`src/rtl/mcngs_pkg.sv`:
```
// Package for the mixture copy-number grid scorer.
// Beat types, widths, operation and register codes, sequencer states.
// No dependencies.
package mcngs_pkg;

  localparam int MAX_COPY = 7;
  localparam int ROW_W    = 3;
  localparam int ADDR_W   = 2 * ROW_W;
  localparam int DEPTH    = 1 << ADDR_W;

  localparam int CW       = 10;
  localparam int XW       = 30;
  localparam int PRIOR_W  = 32;
  localparam int SCORE_W  = 40;
  localparam int QW       = 48;
  localparam int DW       = 20;
  localparam int MUL_W    = 32;
  localparam int PROD_W   = 64;
  localparam int TOT_W    = 50;

  localparam int DIV_STEP  = 4;
  localparam int DIV_ITER  = QW / DIV_STEP;
  localparam int DIV_CNT_W = $clog2(DIV_ITER);

  localparam logic [SCORE_W-1:0] SENTINEL  = SCORE_W'(64'd999999 << 16);
  localparam logic [SCORE_W-1:0] SCORE_MAX = {SCORE_W{1'b1}};
  localparam logic [DW-1:0]      RATIO_DEN = DW'(80);
  localparam logic [PROD_W-1:0]  RATIO_RND = PROD_W'(40 * 65536);

  typedef enum logic [1:0] {
    OP_LOAD_FWD = 2'd0,
    OP_LOAD_REV = 2'd1,
    OP_EVAL     = 2'd2,
    OP_NONE     = 2'd3
  } op_t;

  typedef enum logic [1:0] {
    REG_RATIO_SCALE = 2'd0,
    REG_ALLELE_CAP  = 2'd1,
    REG_COPY_LIMIT  = 2'd2,
    REG_UNUSED      = 2'd3
  } reg_idx_t;

  typedef struct packed {
    logic [1:0]                operation;
    logic [6:0]                normal_step;
    logic [5:0]                tumor_step;
    logic [ROW_W-1:0]          prior_row;
    logic [ROW_W-1:0]          prior_col;
    logic signed [PRIOR_W-1:0] prior_value;
    logic [19:0]               ratio_linear;
    logic [16:0]               allele_fraction;
  } in_item_t;

  typedef struct packed {
    logic [SCORE_W-1:0] best_score;
    logic [2:0]         copy_second;
    logic [2:0]         copy_first;
    logic [2:0]         allele_second;
    logic [2:0]         allele_first;
  } out_item_t;

  typedef enum logic [3:0] {
    S_IDLE,
    S_PAIR_C2,
    S_PAIR_CS,
    S_PAIR_DIFF,
    S_PAIR_SQ,
    S_PAIR_LOAD,
    S_PAIR_DIV,
    S_CAND_FC,
    S_CAND_DIFF,
    S_CAND_SQ,
    S_CAND_SCALE,
    S_CAND_LOAD,
    S_CAND_DIV,
    S_CAND_CMP,
    S_FINISH,
    S_DONE
  } state_t;

endpackage

```
`src/rtl/mcngs_div.sv`:
```
// Iterative unsigned divider, DIV_STEP quotient bits per cycle.
// Depends on mcngs_pkg for widths and iteration count.
module mcngs_div (
  input  logic                    clk,
  input  logic                    rst_n,
  input  logic                    start,
  input  logic [mcngs_pkg::QW-1:0] dividend,
  input  logic [mcngs_pkg::DW-1:0] divisor,
  output logic                    busy,
  output logic [mcngs_pkg::QW-1:0] quotient
);

  logic [mcngs_pkg::QW-1:0]        quo_r, quo_nxt;
  logic [mcngs_pkg::DW-1:0]        rem_r, rem_nxt;
  logic [mcngs_pkg::DW-1:0]        div_r;
  logic [mcngs_pkg::DIV_CNT_W-1:0] cnt_r;
  logic                            busy_r;

  always_comb begin
    logic [mcngs_pkg::DW:0] rem_t;
    logic [mcngs_pkg::QW-1:0] quo_t;
    rem_t = {1'b0, rem_r};
    quo_t = quo_r;
    for (int i = 0; i < mcngs_pkg::DIV_STEP; i++) begin
      rem_t = {rem_t[mcngs_pkg::DW-1:0], quo_t[mcngs_pkg::QW-1]};
      quo_t = {quo_t[mcngs_pkg::QW-2:0], 1'b0};
      if (rem_t >= {1'b0, div_r}) begin
        rem_t    = rem_t - {1'b0, div_r};
        quo_t[0] = 1'b1;
      end
    end
    rem_nxt = rem_t[mcngs_pkg::DW-1:0];
    quo_nxt = quo_t;
  end

  always_ff @(posedge clk) begin
    if (!rst_n) begin
      busy_r <= 1'b0;
      cnt_r  <= '0;
    end else if (start) begin
      busy_r <= 1'b1;
      cnt_r  <= '0;
    end else if (busy_r) begin
      cnt_r <= cnt_r + 1'b1;
      if (cnt_r == mcngs_pkg::DIV_CNT_W'(mcngs_pkg::DIV_ITER - 1)) begin
        busy_r <= 1'b0;
      end
    end
  end

  always_ff @(posedge clk) begin
    if (start) begin
      quo_r <= dividend;
      rem_r <= '0;
      div_r <= divisor;
    end else if (busy_r) begin
      quo_r <= quo_nxt;
      rem_r <= rem_nxt;
    end
  end

  assign busy     = busy_r;
  assign quotient = quo_r;

endmodule

```
`config.mk`:
```
export PLATFORM = sky130hd
export DESIGN_NAME = mcngs_div
export DESIGN_NICKNAME = d
export VERILOG_FILES = /design/src/rtl/mcngs_pkg.sv /design/src/rtl/mcngs_div.sv
export SDC_FILE = /design/constraint.sdc
export NUM_CORES = 1
export LEC_CHECK = 0
export BUFFER_PORTS_ARGS = -buffer_cell sky130_fd_sc_hd__buf_2
export CAP_MARGIN = 20
export CELL_PAD_IN_SITES_DETAIL_PLACEMENT = 2
export CELL_PAD_IN_SITES_GLOBAL_PLACEMENT = 2
export CORE_UTILIZATION = 36
export DETAILED_ROUTE_END_ITERATION = 10
export PLACE_DENSITY = 0.77
export SYNTH_ARGS = -nofsm -noshare
export SYNTH_HDL_FRONTEND = slang
export SYNTH_SLANG_ARGS = --single-unit
export TNS_END_PERCENT = 5
```
`constraint.sdc`:
```
create_clock -name clk -period 11.6 [get_ports clk]
set_clock_uncertainty 0.2 [all_clocks]
set_input_delay 2.32 -clock clk [delete_from_list [all_inputs] [get_ports clk]]
set_output_delay 2.32 -clock clk [all_outputs]
set_load 0.03 [all_outputs]
```
Word level (Yosys, flattened, before mapping) --
Cells that the tools add are included.
Word-level totals: flip-flop bits (word level) 93, output and inout bits 49
Cells by class: add/sub/neg operators 5, order comparisons 4, eq/ne operators 1, mux-type cells 13, bitwise operators 1, reductions and logical operators 2
Operator list (number):
- 48-bit two-way mux | 2
- 21-bit by 20-bit >= comparator with 1-bit output | 4
- 20-bit two-way mux | 4
- 20-bit subtractor | 4
- 1-bit two-way mux | 7
- 4-bit by 1-bit adder with 4-bit output (second input constant) | 1
- 4-bit equality test (second input constant) | 1
- 2-bit nonzero test | 1
- 2-bit OR reduction | 1
- 1-bit inverter | 1

Depth between registers and ports, before layout --
Gate-level depths: netlist (run 1).
depth after elaboration 10, depth in mapped cells 52, mapped depth without buffers 45

Worst setup path after synthesis (run 1) --
OpenSTA, ideal clock, no wires.
kind register to register, start point register div_r[8] in the netlist's numbering, end point register quo_r, in the netlist quotient[0] (data pin), setup time 0.260 ns, arrival 10.073 ns, data required time 11.140 ns, slack 1.067 ns, cell stages (with the launch flop) 51, buffers on the path 7, clock period less this slack 10.533 ns, path through edfxtp_1 inv_1 ha_1 buf_6 and4_4 and3_4 a211oi_2 a21oi_1 a41oi_2 buf_2 clkbuf_1 nor2_1 a21oi_1 inv_1 ha_1 nor2b_1 o31a_1 o31a_1 (+15 left out) nand3_1 mux2i_1 buf_2 nand2_1 o21ai_0 ha_1 nor2b_1 o21a_1 o21ai_0 a31oi_1 a31oi_1 a21oi_1 a41o_1 o21a_1 o21ai_0 nand3_2 buf_4 mux2_2
On the way: cells in the longest elaborated chain, start to end 10, elaborated cells between the ends (all ways) 13, those cells by class 3 x add/sub; 4 x order compare; 6 x mux
Ends and longest elaborated chain:
- from (decl) | line mcngs_div.sv:15 | logic [mcngs_pkg::DW-1:0] div_r;
- from (signal assigned) | line mcngs_div.sv:55 | div_r <= divisor;
- 20-bit subtractor / 21-bit by 20-bit >= comparator with 1-bit output (equally long branches) | line mcngs_div.sv:28, mcngs_div.sv:27
- 20-bit two-way mux | line mcngs_div.sv:27 | if (rem_t >= {1'b0, div_r}) begin
- 20-bit subtractor / 21-bit by 20-bit >= comparator with 1-bit output (equally long branches) | line mcngs_div.sv:28, mcngs_div.sv:27
- 20-bit two-way mux | line mcngs_div.sv:27
- 20-bit subtractor / 21-bit by 20-bit >= comparator with 1-bit output (equally long branches) | line mcngs_div.sv:28, mcngs_div.sv:27
- 20-bit two-way mux | line mcngs_div.sv:27
- 21-bit by 20-bit >= comparator with 1-bit output (*) | line mcngs_div.sv:27
- 1-bit two-way mux (*) | line mcngs_div.sv:27
- 48-bit two-way mux (*) | line mcngs_div.sv:56 | end else if (busy_r) begin
- 48-bit two-way mux (*) | line mcngs_div.sv:52 | if (start) begin
- to (signal assigned) | line mcngs_div.sv:53 | quo_r <= dividend;
- to (signal assigned) | line mcngs_div.sv:57 | quo_r <= quo_nxt;
- to (decl) | line mcngs_div.sv:13 | logic [mcngs_pkg::QW-1:0] quo_r, quo_nxt;
Mark *: on every way between the ends. The rest lies on a longest branch, timed or not. The select of a mux whose other input is x is not followed. A chain may end at the register's enable or synchronous reset.

Final worst setup path (run 1) --
start point register div_r[11] in the netlist's numbering, end point register rem_r[1] in the netlist's numbering
On the way: cells in the longest elaborated chain, start to end 8, elaborated cells between the ends (all ways) 12, those cells by class 4 x add/sub; 4 x order compare; 4 x mux
Ends and longest elaborated chain:
- 20-bit subtractor / 21-bit by 20-bit >= comparator with 1-bit output (equally long branches) | line mcngs_div.sv:28, mcngs_div.sv:27
- 20-bit two-way mux | line mcngs_div.sv:27
- 20-bit subtractor / 21-bit by 20-bit >= comparator with 1-bit output (equally long branches) | line mcngs_div.sv:28, mcngs_div.sv:27
- 20-bit two-way mux | line mcngs_div.sv:27
- 21-bit by 20-bit >= comparator with 1-bit output / 20-bit subtractor (equally long branches) | line mcngs_div.sv:27, mcngs_div.sv:28
- 20-bit two-way mux | line mcngs_div.sv:27
- 20-bit subtractor / 21-bit by 20-bit >= comparator with 1-bit output (equally long branches) | line mcngs_div.sv:28, mcngs_div.sv:27
- 20-bit two-way mux (*) | line mcngs_div.sv:27
- to (signal assigned) | line mcngs_div.sv:58 | rem_r <= rem_nxt;
- to (decl) | line mcngs_div.sv:14 | logic [mcngs_pkg::DW-1:0] rem_r, rem_nxt;
Mark *: on every way between the ends. The rest lies on a longest branch, timed or not.

==> metrics.md, run 1 <==
| Metric | Value |
|---|---|
| Placement Rows | 55 |
| Syn_area_per_cell | 9.18 um2 |
| CP Data Required Time | 11.64 ns |
| Worst-path fanout max | 9 |
| Worst Hold Path EP | rem_r[19] |
| Worst-case clock buffer depth | 2 |
| CP most frequent cell | a21o_1 |
| Number of H-tree levels | 3 |
| Area growth from synthesis to layout | 18.0% |
| Drt first pass iters | 4 |
| CTS tree | yes |
| Clock slew at reported path FFs | 0.07 ns |
| Min-delay src | rem_r[19] |
| DRT antenna net count | 0 |
| Slowest stage delay, CP | approximately 0.44 ns |
| Hold-fix buffers, CTS | 0 |
| CP bufs+invs | 4 |
| Vias per inst | around 5.8 |
| Sequential cell area fraction in the yosys report | 0.307 |
| Pin count of the biggest net entering global routing | 57 |
| Final min period | 11.12 ns |
| WL final | 31.2 mm |
| Post-synth ARST share | 0 |
| Netlist cell types | 64 |
| Ys Warns | 0 |
| Drc violations | 0 |
| F_max | ~90 MHz |
| Pins over their slew limit | 0 |
| Starting density of the core | 0.367 |
| Slowest CP cell | ha_1 |
| Core ar. | 22,600 um2 |
| Reg2reg path depth | 44 |
| Root Driver | clkbuf_16 |
| Area of the multi-input gates | 5490 um2 |
| Setup crit start kind | flip-flop |
| Endpoints failing setup | 0 |
| Post-Syn Area | 8280 um2 |
| Crit path max-delay family | compound AO/OA/AOI/OAI gates |
| CP endpoint kind | flip-flop |
| First-pass GRT wire length | 46.5 mm |
| Storage cell area | 2540 um2 |
| Crit share post-route | 0.959 |
| DRT iter0 DRCs | 316 |
| Worst-Margin Slew | about 0.74 ns |
| Avg WL per Cell | 23.4 um |
| Flops & latches, synth | 93 |
| Most frequent cells in the layout | buf_2 (118), nand2_1 (89), ha_1 (81), a21oi_1 (76), nor2_1 (71) |
| Post-DP HPWL | 24.7 mm |
| Die Height | 154 um |
| Number of flops mapped to enable cells by yosys | 68 |
| Worst r2r dst | rem_r[1] |
| Die Width | about 150 um |
| Fin. Hold Viols | 0 |
| Top FF cell, synth | edfxtp_1 |
| WS Path Type | flip-flop to flip-flop |
| Most common cell after layout, fill and taps aside | buf_2 |
| Max-capacitance violation count | 0 |
| FF-to-FF setup slack | about 0.48 ns |
| Clk sinks | a little over 90 |
| Synth Instances | 902 |
| Mapped Nets | 1,058 |
| Ant. Diodes | 0 |
| Grt ovf | 0 |
| Initial antenna violation count | 0 |
| Ratio of cells with drive above 1 in the final layout | 0.271 |
| CP Data Arrival Time | 11.16 ns |
| Final nets | about 1,200 |
| Die ar. | around 24,000 um2 |
| Gr usage total | 0.259 |
| Cell area after layout | about 9800 um2 |
| Outcome | finished, final reports clean |
| Gpl congestion | 0.947 |
| Worst min path class | flip-flop to flip-flop |
| Cell Area, Placed | ~9300 um2 |
| Io pins | 120 |
| TritonCTS Buffers | 9 |
| Vias | 7,683 |
| Worst relative slew slack | 0.504 |
| IO Port Bufs | between 100 and 150 |
| Latest clock arrival within the worst-skew pair | roughly 0.36 ns |
| Hold path depth | 2 |
| R2R Path Start | div_r[11] |
| Vias in the first global route | 8,130 |
| Fillers | 2,552 |
state kept, by name (all words and copies together) (netlist names):
register,flops
cnt_r,4
rem_r,20
quotient,48
div_r,20
busy,1
per-layer routing:
metal,vias up,track usage,share of wire
li1,3610,-,-
met1,3893,0.347,0.47
met2,154,0.443,0.49
met3,26,0.0372,0.037
met4,0,0.0514,0.011
met5,-,0,0
how the worst max path moves through the flow:
stage	from	endpoint	slack, ns	depth (start not counted)
floorplan	div_r[8]	quotient[0]	1.07	50
global placement	div_r[1]	quotient[0]	0.53	43
detailed placement	div_r[1]	quotient[0]	-0.06	42
CTS	div_r[1]	rem_r[3]	0.02	43
global route	div_r[11]	rem_r[3]	-0.11	44
finish	div_r[11]	rem_r[1]	0.48	44
cells by family (layout without fill, tap and decap cells):
group,after synthesis,count (layout),synth area share
XOR/XNOR,64,64,0.0677
buffers and inverters,76,221,0.0388
AND/OR/NAND/NOR,266,268,0.150
AO/OA/AOI/OAI,240,240,0.200
adder cells (fa/ha/maj),85,85,0.132
multiplexers,78,78,0.105
flip-flops,93,93,0.307
what timing repair did:
| action | in CTS | in global routing |
|---|---|---|
| setup buffers | 0 | 11 |
| setup endpoints to repair | 20 | 21 |
| gates cloned | 0 | 2 |
| resized for setup | 3 | 9 |
| pin swaps | 0 | 5 |
synthesized netlist by cell type (4+ instances only):
cell type	count	area, um2
nor4_1	5	31.3
a31oi_1	10	62.6
fa_1	4	80.1
nor2_1	71	267
mux2i_1	8	80.1
nand2_1	89	334
inv_1	45	169
mux2_2	70	788
o21ai_0	42	210
clkbuf_1	13	48.8
and3_1	5	31.3
a311oi_2	9	135
nand3_1	16	80.1
o31ai_1	7	52.6
edfxtp_1	68	2040
xnor2_1	45	394
nor2b_1	12	75.1
a211oi_1	7	52.6
o21bai_1	5	37.5
o21a_1	13	97.6
buf_2	5	25.0
and2_1	7	43.8
nand4_1	14	87.6
nand2b_1	8	50.1
dfxtp_1	25	500
a21oi_1	77	385
a21boi_0	4	30.0
nor3_1	18	90.1
buf_1	7	26.3
or2_2	8	50.1
a21o_1	28	210
o211ai_1	8	60.1
ha_1	81	1010
xor2_1	19	166
or3_1	4	25.0
stage by stage:
stage / cells / utilization / worst slack [ns] / hold slack [ns] / TNS (ns)
final: 1334 / 0.433 / 0.478 / 0.307 / 0
after global routing: 1334 / 0.433 / -0.107 / 0.374 / -0.846
after CTS: 1321 / 0.428 / 0.0194 / 0.308 / 0
after detailed placement: 1305 / 0.414 / -0.0570 / 0.298 / -0.0570
after global placement: 1304 / 0.413 / 0.528 / 0.296 / 0
after floorplan: 902 / - / 1.07 / 0.262 / 0
worst register-to-register path: cells and delay by family, from the launching register on:
family,cells,cell delay [ns]
compound gates,28,6.80
fa+ha+maj,4,1.47
buf+inv,4,0.57
flops,1,0.33
mux,1,0.32
simple gates,7,1.30
layout make-up:
type                            instances  area share
Tap cell                              285      0.0365
Clock inverter                          7     0.00743
Sequential cell                        93       0.260
Timing Repair Buffer                  159      0.0936
Clock buffer                            9      0.0230
Inverter                               46      0.0177
Multi-Input combinational cell        735       0.561
Power of run 1 is not shown: default switching activity piles up to over one toggle a cycle in this logic, so the estimate is an artifact.
==> run 2, diff against run 1 <==
CAP_MARGIN = not set   (was 20)
CTS_BUF_LIST = sky130_fd_sc_hd__clkbuf_16   (was not set)
==> run 2 against run 1 <==
Register-to-register slack improved by 0.04 ns. Count of clock-buffer cells in the layout did not move. Critical endpoint unchanged. Sequential cell count unchanged. Non-clock buffer count is 2 lower. First-iteration DRC count rose by 28%. Worst hold slack better by 0.0041 ns. Largest cell class unchanged. Final cell count is 0.15% lower. Global-route usage increased by 0.54 points. Routed wire length up 0.52%. Critical path depth is 1 lower. Cell area down 0.33%. Critical path type unchanged.
==> metrics.md, run 2 (synthesized netlist as in run 1, its figures left out) <==
| Metric | Value |
|---|---|
| Vias | 7,592 (-1.2%) |
| Setup crit start kind | flip-flop |
| Worst-case clock buffer depth | 2 (unchanged) |
| Hold-fix buffers, CTS | 0 (unchanged) |
| Endpoints failing setup | 0 (unchanged) |
| Number of H-tree levels | 3 (unchanged) |
| Fillers | 2,538 (-0.55%) |
| FF-to-FF setup slack | 0.52 ns (+0.04 ns) |
| DRT antenna net count | 0 (unchanged) |
| Pins over their slew limit | 0 (unchanged) |
| Avg WL per Cell | 23.5 um (+0.67%) |
| Root Driver | clkbuf_16 |
| Drt first pass iters | 4 (unchanged) |
| Placement Rows | 55 (unchanged) |
| Reg2reg path depth | 43 (-2.3%) |
| Grt ovf | 0 (unchanged) |
| Vias in the first global route | 8,240 (+1.4%) |
| CP most frequent cell | a21oi_1 |
| Worst-Margin Slew | 1.18 ns (+0.433 ns) |
| Area growth from synthesis to layout | 17.6% |
| Ratio of cells with drive above 1 in the final layout | 0.269 (-0.00209) |
| Latest clock arrival within the worst-skew pair | 0.36 ns (about the same) |
| Gpl congestion | 0.947 (unchanged) |
| Initial antenna violation count | 1 (+1) |
| Worst hold slack | 0.311 ns (+0.00413 ns) |
| Area of the multi-input gates | 5480 um2 (-0.14%) |
| WS Path Type | flip-flop to flip-flop |
| Max-capacitance violation count | 0 (unchanged) |
| Gr usage total | 0.264 (+0.00539) |
| Most frequent cells in the layout | buf_2 (118), nand2_1 (89), ha_1 (81), a21oi_1 (76), nor2_1 (71) |
| Worst min path class | flip-flop to flip-flop |
| Die ar. | 23,600 um2 (unchanged) |
| Fin. Hold Viols | 0 (unchanged) |
| Final min period | 11.08 ns (-0.0392 ns) |
| Post-DP HPWL | 25.2 mm (+1.7%) |
| First-pass GRT wire length | 47.5 mm (+2.0%) |
| CP endpoint kind | flip-flop |
| R2R Path Start | div_r[2] |
| Pin count of the biggest net entering global routing | 57 (unchanged) |
| Final WS setup | 0.517 ns (+0.0392 ns) |
| DRT iter0 DRCs | 406 (+28%) |
| Worst relative slew slack | 0.215 (-0.289) |
| Setup crit end | rem_r[1] |
| Number of flip-flops in the largest register | 48 (unchanged) |
| Clock slew at reported path FFs | 0.08 ns (about the same) |
| Worst-path fanout max | 16 (+7) |
| Slowest stage delay, CP | 0.43 ns (about the same) |
| CP Data Arrival Time | 11.13 ns (-0.03 ns) |
| Final nets | 1,197 (-0.25%) |
| F_max | 90.2 MHz (+0.35%) |
| Core ar. | 22,600 um2 (unchanged) |
| Drc violations | 0 (unchanged) |
| Crit share post-route | 0.955 (-0.00338) |
| CTS tree | yes |
| Worst r2r dst | rem_r[1] |
| Vias per inst | 5.70 (-1.0%) |
| Io pins | 120 (unchanged) |
| WL final | 31.4 mm (+0.52%) |
| Pre-CTS WS | -0.216 ns (-0.159 ns) |
| TritonCTS Buffers | 9 (unchanged) |
| CP Data Required Time | 11.65 ns (about the same) |
| Slowest CP cell | a41oi_4 |
| Clk sinks | 93 (unchanged) |
| Most common cell after layout, fill and taps aside | buf_2 |
| IO Port Bufs | 119 (unchanged) |
| Die Height | 154 um (unchanged) |
| Die Width | 154 um (unchanged) |
| Outcome | finished, final reports clean |
| Storage cell area | 2540 um2 (unchanged) |
| CP startpoint | div_r[2] |
| Starting density of the core | 0.367 (unchanged) |
## run 2: cell count changes in the layout (fill, tap and decap cells not counted), sizes merged
cell      previous run  this run
inv                 51        48
buf                159       157
clkinvlp             0         2
and3                 7         6
clkinv               2         3
diode                0         1
## run 2: metrics by stage
stage                     std cells  utilization  TNS (ns)  area, um2
final                          1332        0.431         0       9740
after global routing           1332        0.431    -0.121       9740
after CTS                      1321        0.427         0       9650
after detailed placement       1304        0.413     -1.75       9310
after global placement         1304        0.413         0       9310
after floorplan                 902            -         0       8280
## run 2: worst min-delay path by stage
stage / startpoint / endpoint / depth (start not counted)
after detailed placement: rem_r[19] / rem_r[19] / 2
after global routing: cnt_r[1] / cnt_r[1] / 2
after CTS: rem_r[19] / rem_r[19] / 2
after floorplan: rem_r[19] / rem_r[19] / 2
after global placement: cnt_r[3] / cnt_r[3] / 2
final: rem_r[19] / rem_r[19] / 2
## run 2: area by class of cell
cell class | count | area share
inverters | 46 | 0.0181
multi-input cells | 734 | 0.563
clock inverters | 7 | 0.00707
clock buffers | 9 | 0.0231
well taps | 285 | 0.0366
diodes | 1 | 0.000257
repair buffers | 157 | 0.0911
flip-flops and latches | 93 | 0.261
## run 2: repair_timing
item / 4_1_cts / 5_1_grt
gates cloned: 1 / 0
pin swaps: 1 / 3
setup buffers: 0 / 10
resized for setup: 6 / 5
setup endpoints to repair: 21 / 21
## run 2: per-layer routing
layer	up-vias	track usage	routed length, um
met5	-	0	0
met4	0	0.0476	337
met3	25	0.0304	1210
met2	161	0.462	15300
met1	3802	0.353	14500
li1	3604	-	-
## run 2: critical path: cells and delay by family, from the launching register on
family,cells,cell delay (ns)
muxes,2,0.72
buffers and inverters,2,0.38
DFF,1,0.37
AOI/OAI and AO/OA,28,6.74
adders and majority gates,4,1.40
and+or+nand+nor,7,1.13
Power of run 2 is left out for the same reason.
==> run 3, diff against run 2 <==
BUFFER_PORTS_ARGS = -buffer_cell sky130_fd_sc_hd__clkbuf_2   (was -buffer_cell sky130_fd_sc_hd__buf_2)
==> run 3 against run 2 <==
Global-route usage is 0.43 points higher. Worst hold slack better by 0.0092 ns. Utilization is 0.27 points lower. Critical endpoint is now rem_r[5]. Largest cell class unchanged. First-iteration DRC count is 14% lower. Non-clock buffer count is 7 lower. Critical path type unchanged. Count of clock-buffer cells in the layout stayed put.
==> metrics.md, run 3 (synthesized netlist as in run 1, its figures left out) <==
| Metric | Value |
|---|---|
| Drt first pass iters | 4 (unchanged) |
| F_max | 91.3 MHz (+1.2%) |
| Io pins | 120 (unchanged) |
| Endpoints failing setup | 0 (unchanged) |
| TritonCTS Buffers | 9 (unchanged) |
| Most frequent cells in the layout | clkbuf_2 (118), nand2_1 (89), ha_1 (81), a21oi_1 (76), nor2_1 (71) |
| Vias | 7,677 (+1.1%) |
| Latest clock arrival within the worst-skew pair | 0.36 ns (about the same) |
| Pins over their slew limit | 0 (unchanged) |
| Outcome | finished, final reports clean |
| Pre-CTS WS | -0.104 ns (+0.112 ns) |
| Vias in the first global route | 8,299 (+0.72%) |
| Worst-path fanout max | 15 (-1) |
| Starting density of the core | 0.367 (unchanged) |
| Number of flip-flops in the largest register | 48 (unchanged) |
| Gr usage total | 0.269 (+0.00435) |
| Slowest stage delay, CP | 0.43 ns (about the same) |
| Final min period | 10.95 ns (-0.132 ns) |
| DRT iter0 DRCs | 349 (-14%) |
| Area growth from synthesis to layout | 16.8% |
| First-pass GRT wire length | 48.0 mm (+1.1%) |
| CP Data Required Time | 11.67 ns (+0.02 ns) |
| Fillers | 2,515 (-0.91%) |
| Non-Filler Instances | 1,324 (-0.60%) |
| Avg WL per Cell | 23.8 um (+1.2%) |
| IO Port Bufs | 119 (unchanged) |
| Post-DP HPWL | 25.1 mm (-0.24%) |
| Pin count of the biggest net entering global routing | 67 (+18%) |
| Die ar. | 23,600 um2 (unchanged) |
| CTS tree | yes |
| Clock slew at reported path FFs | 0.07 ns (about the same) |
| Final nets | 1,190 (-0.58%) |
| Max-capacitance violation count | 0 (unchanged) |
| Clk sinks | 93 (unchanged) |
| Ratio of cells with drive above 1 in the final layout | 0.264 (-0.00493) |
| CP endpoint kind | flip-flop |
| WL final | 31.5 mm (+0.57%) |
| Fin. Hold Viols | 0 (unchanged) |
| DRT antenna net count | 0 (unchanged) |
| Grt ovf | 0 (unchanged) |
| Number of H-tree levels | 3 (unchanged) |
| Crit share post-route | 0.944 (-0.0114) |
| Gpl congestion | 0.953 (+0.61%) |
| CP Data Arrival Time | 11.02 ns (-0.11 ns) |
| Final WS setup | 0.650 ns (+0.132 ns) |
| Die Width | 154 um (unchanged) |
| Placement Rows | 55 (unchanged) |
| Initial antenna violation count | 1 (unchanged) |
| Setup crit start kind | flip-flop |
| Drc violations | 0 (unchanged) |
| Worst min path class | flip-flop to flip-flop |
| Worst-case clock buffer depth | 2 (unchanged) |
| WS Path Type | flip-flop to flip-flop |
| Worst-Margin Slew | 1.18 ns (-0.000925 ns) |
| Worst hold slack | 0.320 ns (+0.00919 ns) |
| Ant. Diodes | 0 (-1) |
| Hold-fix buffers, CTS | 0 (unchanged) |
| Die Height | 154 um (unchanged) |
| Root Driver | clkbuf_16 |
| CP most frequent cell | a21oi_1 |
| Vias per inst | 5.80 (+1.7%) |
| Most common cell after layout, fill and taps aside | clkbuf_2 |
| Core ar. | 22,600 um2 (unchanged) |
| Worst relative slew slack | 0.216 (+0.000616) |
| Unrepaired setup endpoints after global routing | false |
| Slowest CP cell | a2111o_1 |
| Placed insts | 1,300 (-0.31%) |
## run 3: metrics by stage
step | instance area [um2] | TNS, ns | utilization
after global placement | 9280 | 0 | 0.411
after detailed placement | 9280 | -0.239 | 0.411
after CTS | 9620 | 0 | 0.426
after floorplan | 8280 | 0 | -
after global routing | 9680 | 0 | 0.429
final | 9680 | 0 | 0.429
## run 3: path summary, 6_finish.rpt
kind            start        to  slack (ns)  cells after the start
max          div_r[2]  rem_r[5]        0.65                     46
min          cnt_r[3]  cnt_r[3]        0.32                      2
max reg2reg  div_r[2]  rem_r[5]        0.65                     46
min reg2reg  cnt_r[3]  cnt_r[3]        0.32                      2
## run 3: critical path, delay by kind of cell, from the launching register on
family,cells,cell delay [ns]
AO/OA/AOI/OAI,29,6.77
adder cells (fa/ha/maj),4,1.36
AND/OR/NAND/NOR,8,1.22
buffers and inverters,4,0.66
flip-flops,1,0.40
multiplexers,1,0.26
## run 3: repair_timing
action                                  CTS  global route
endpoints found under the setup margin   21            21
buffers inserted                          0             7
gates cloned                              1             0
pin swaps                                 1             3
gates resized for setup                   7             5
## run 3: final cells by class
cell class                 count  area, um2  share of cell area
timing repair buffer         150        831              0.0858
multi-input combinational    734       5480               0.566
sequential                    93       2540               0.263
clock buffer                   9        225              0.0233
tap                          285        357              0.0368
inverter                      46        176              0.0182
clock inverter                 7       67.6             0.00698
## run 3: per-layer routing
metal,share of wire,up-vias,global-route usage
met5,0,-,0
met2,0.48,174,0.463
met3,0.043,37,0.0403
met1,0.46,3877,0.354
met4,0.018,0,0.0614
li1,-,3589,-
Power of run 3 is left out for the same reason.
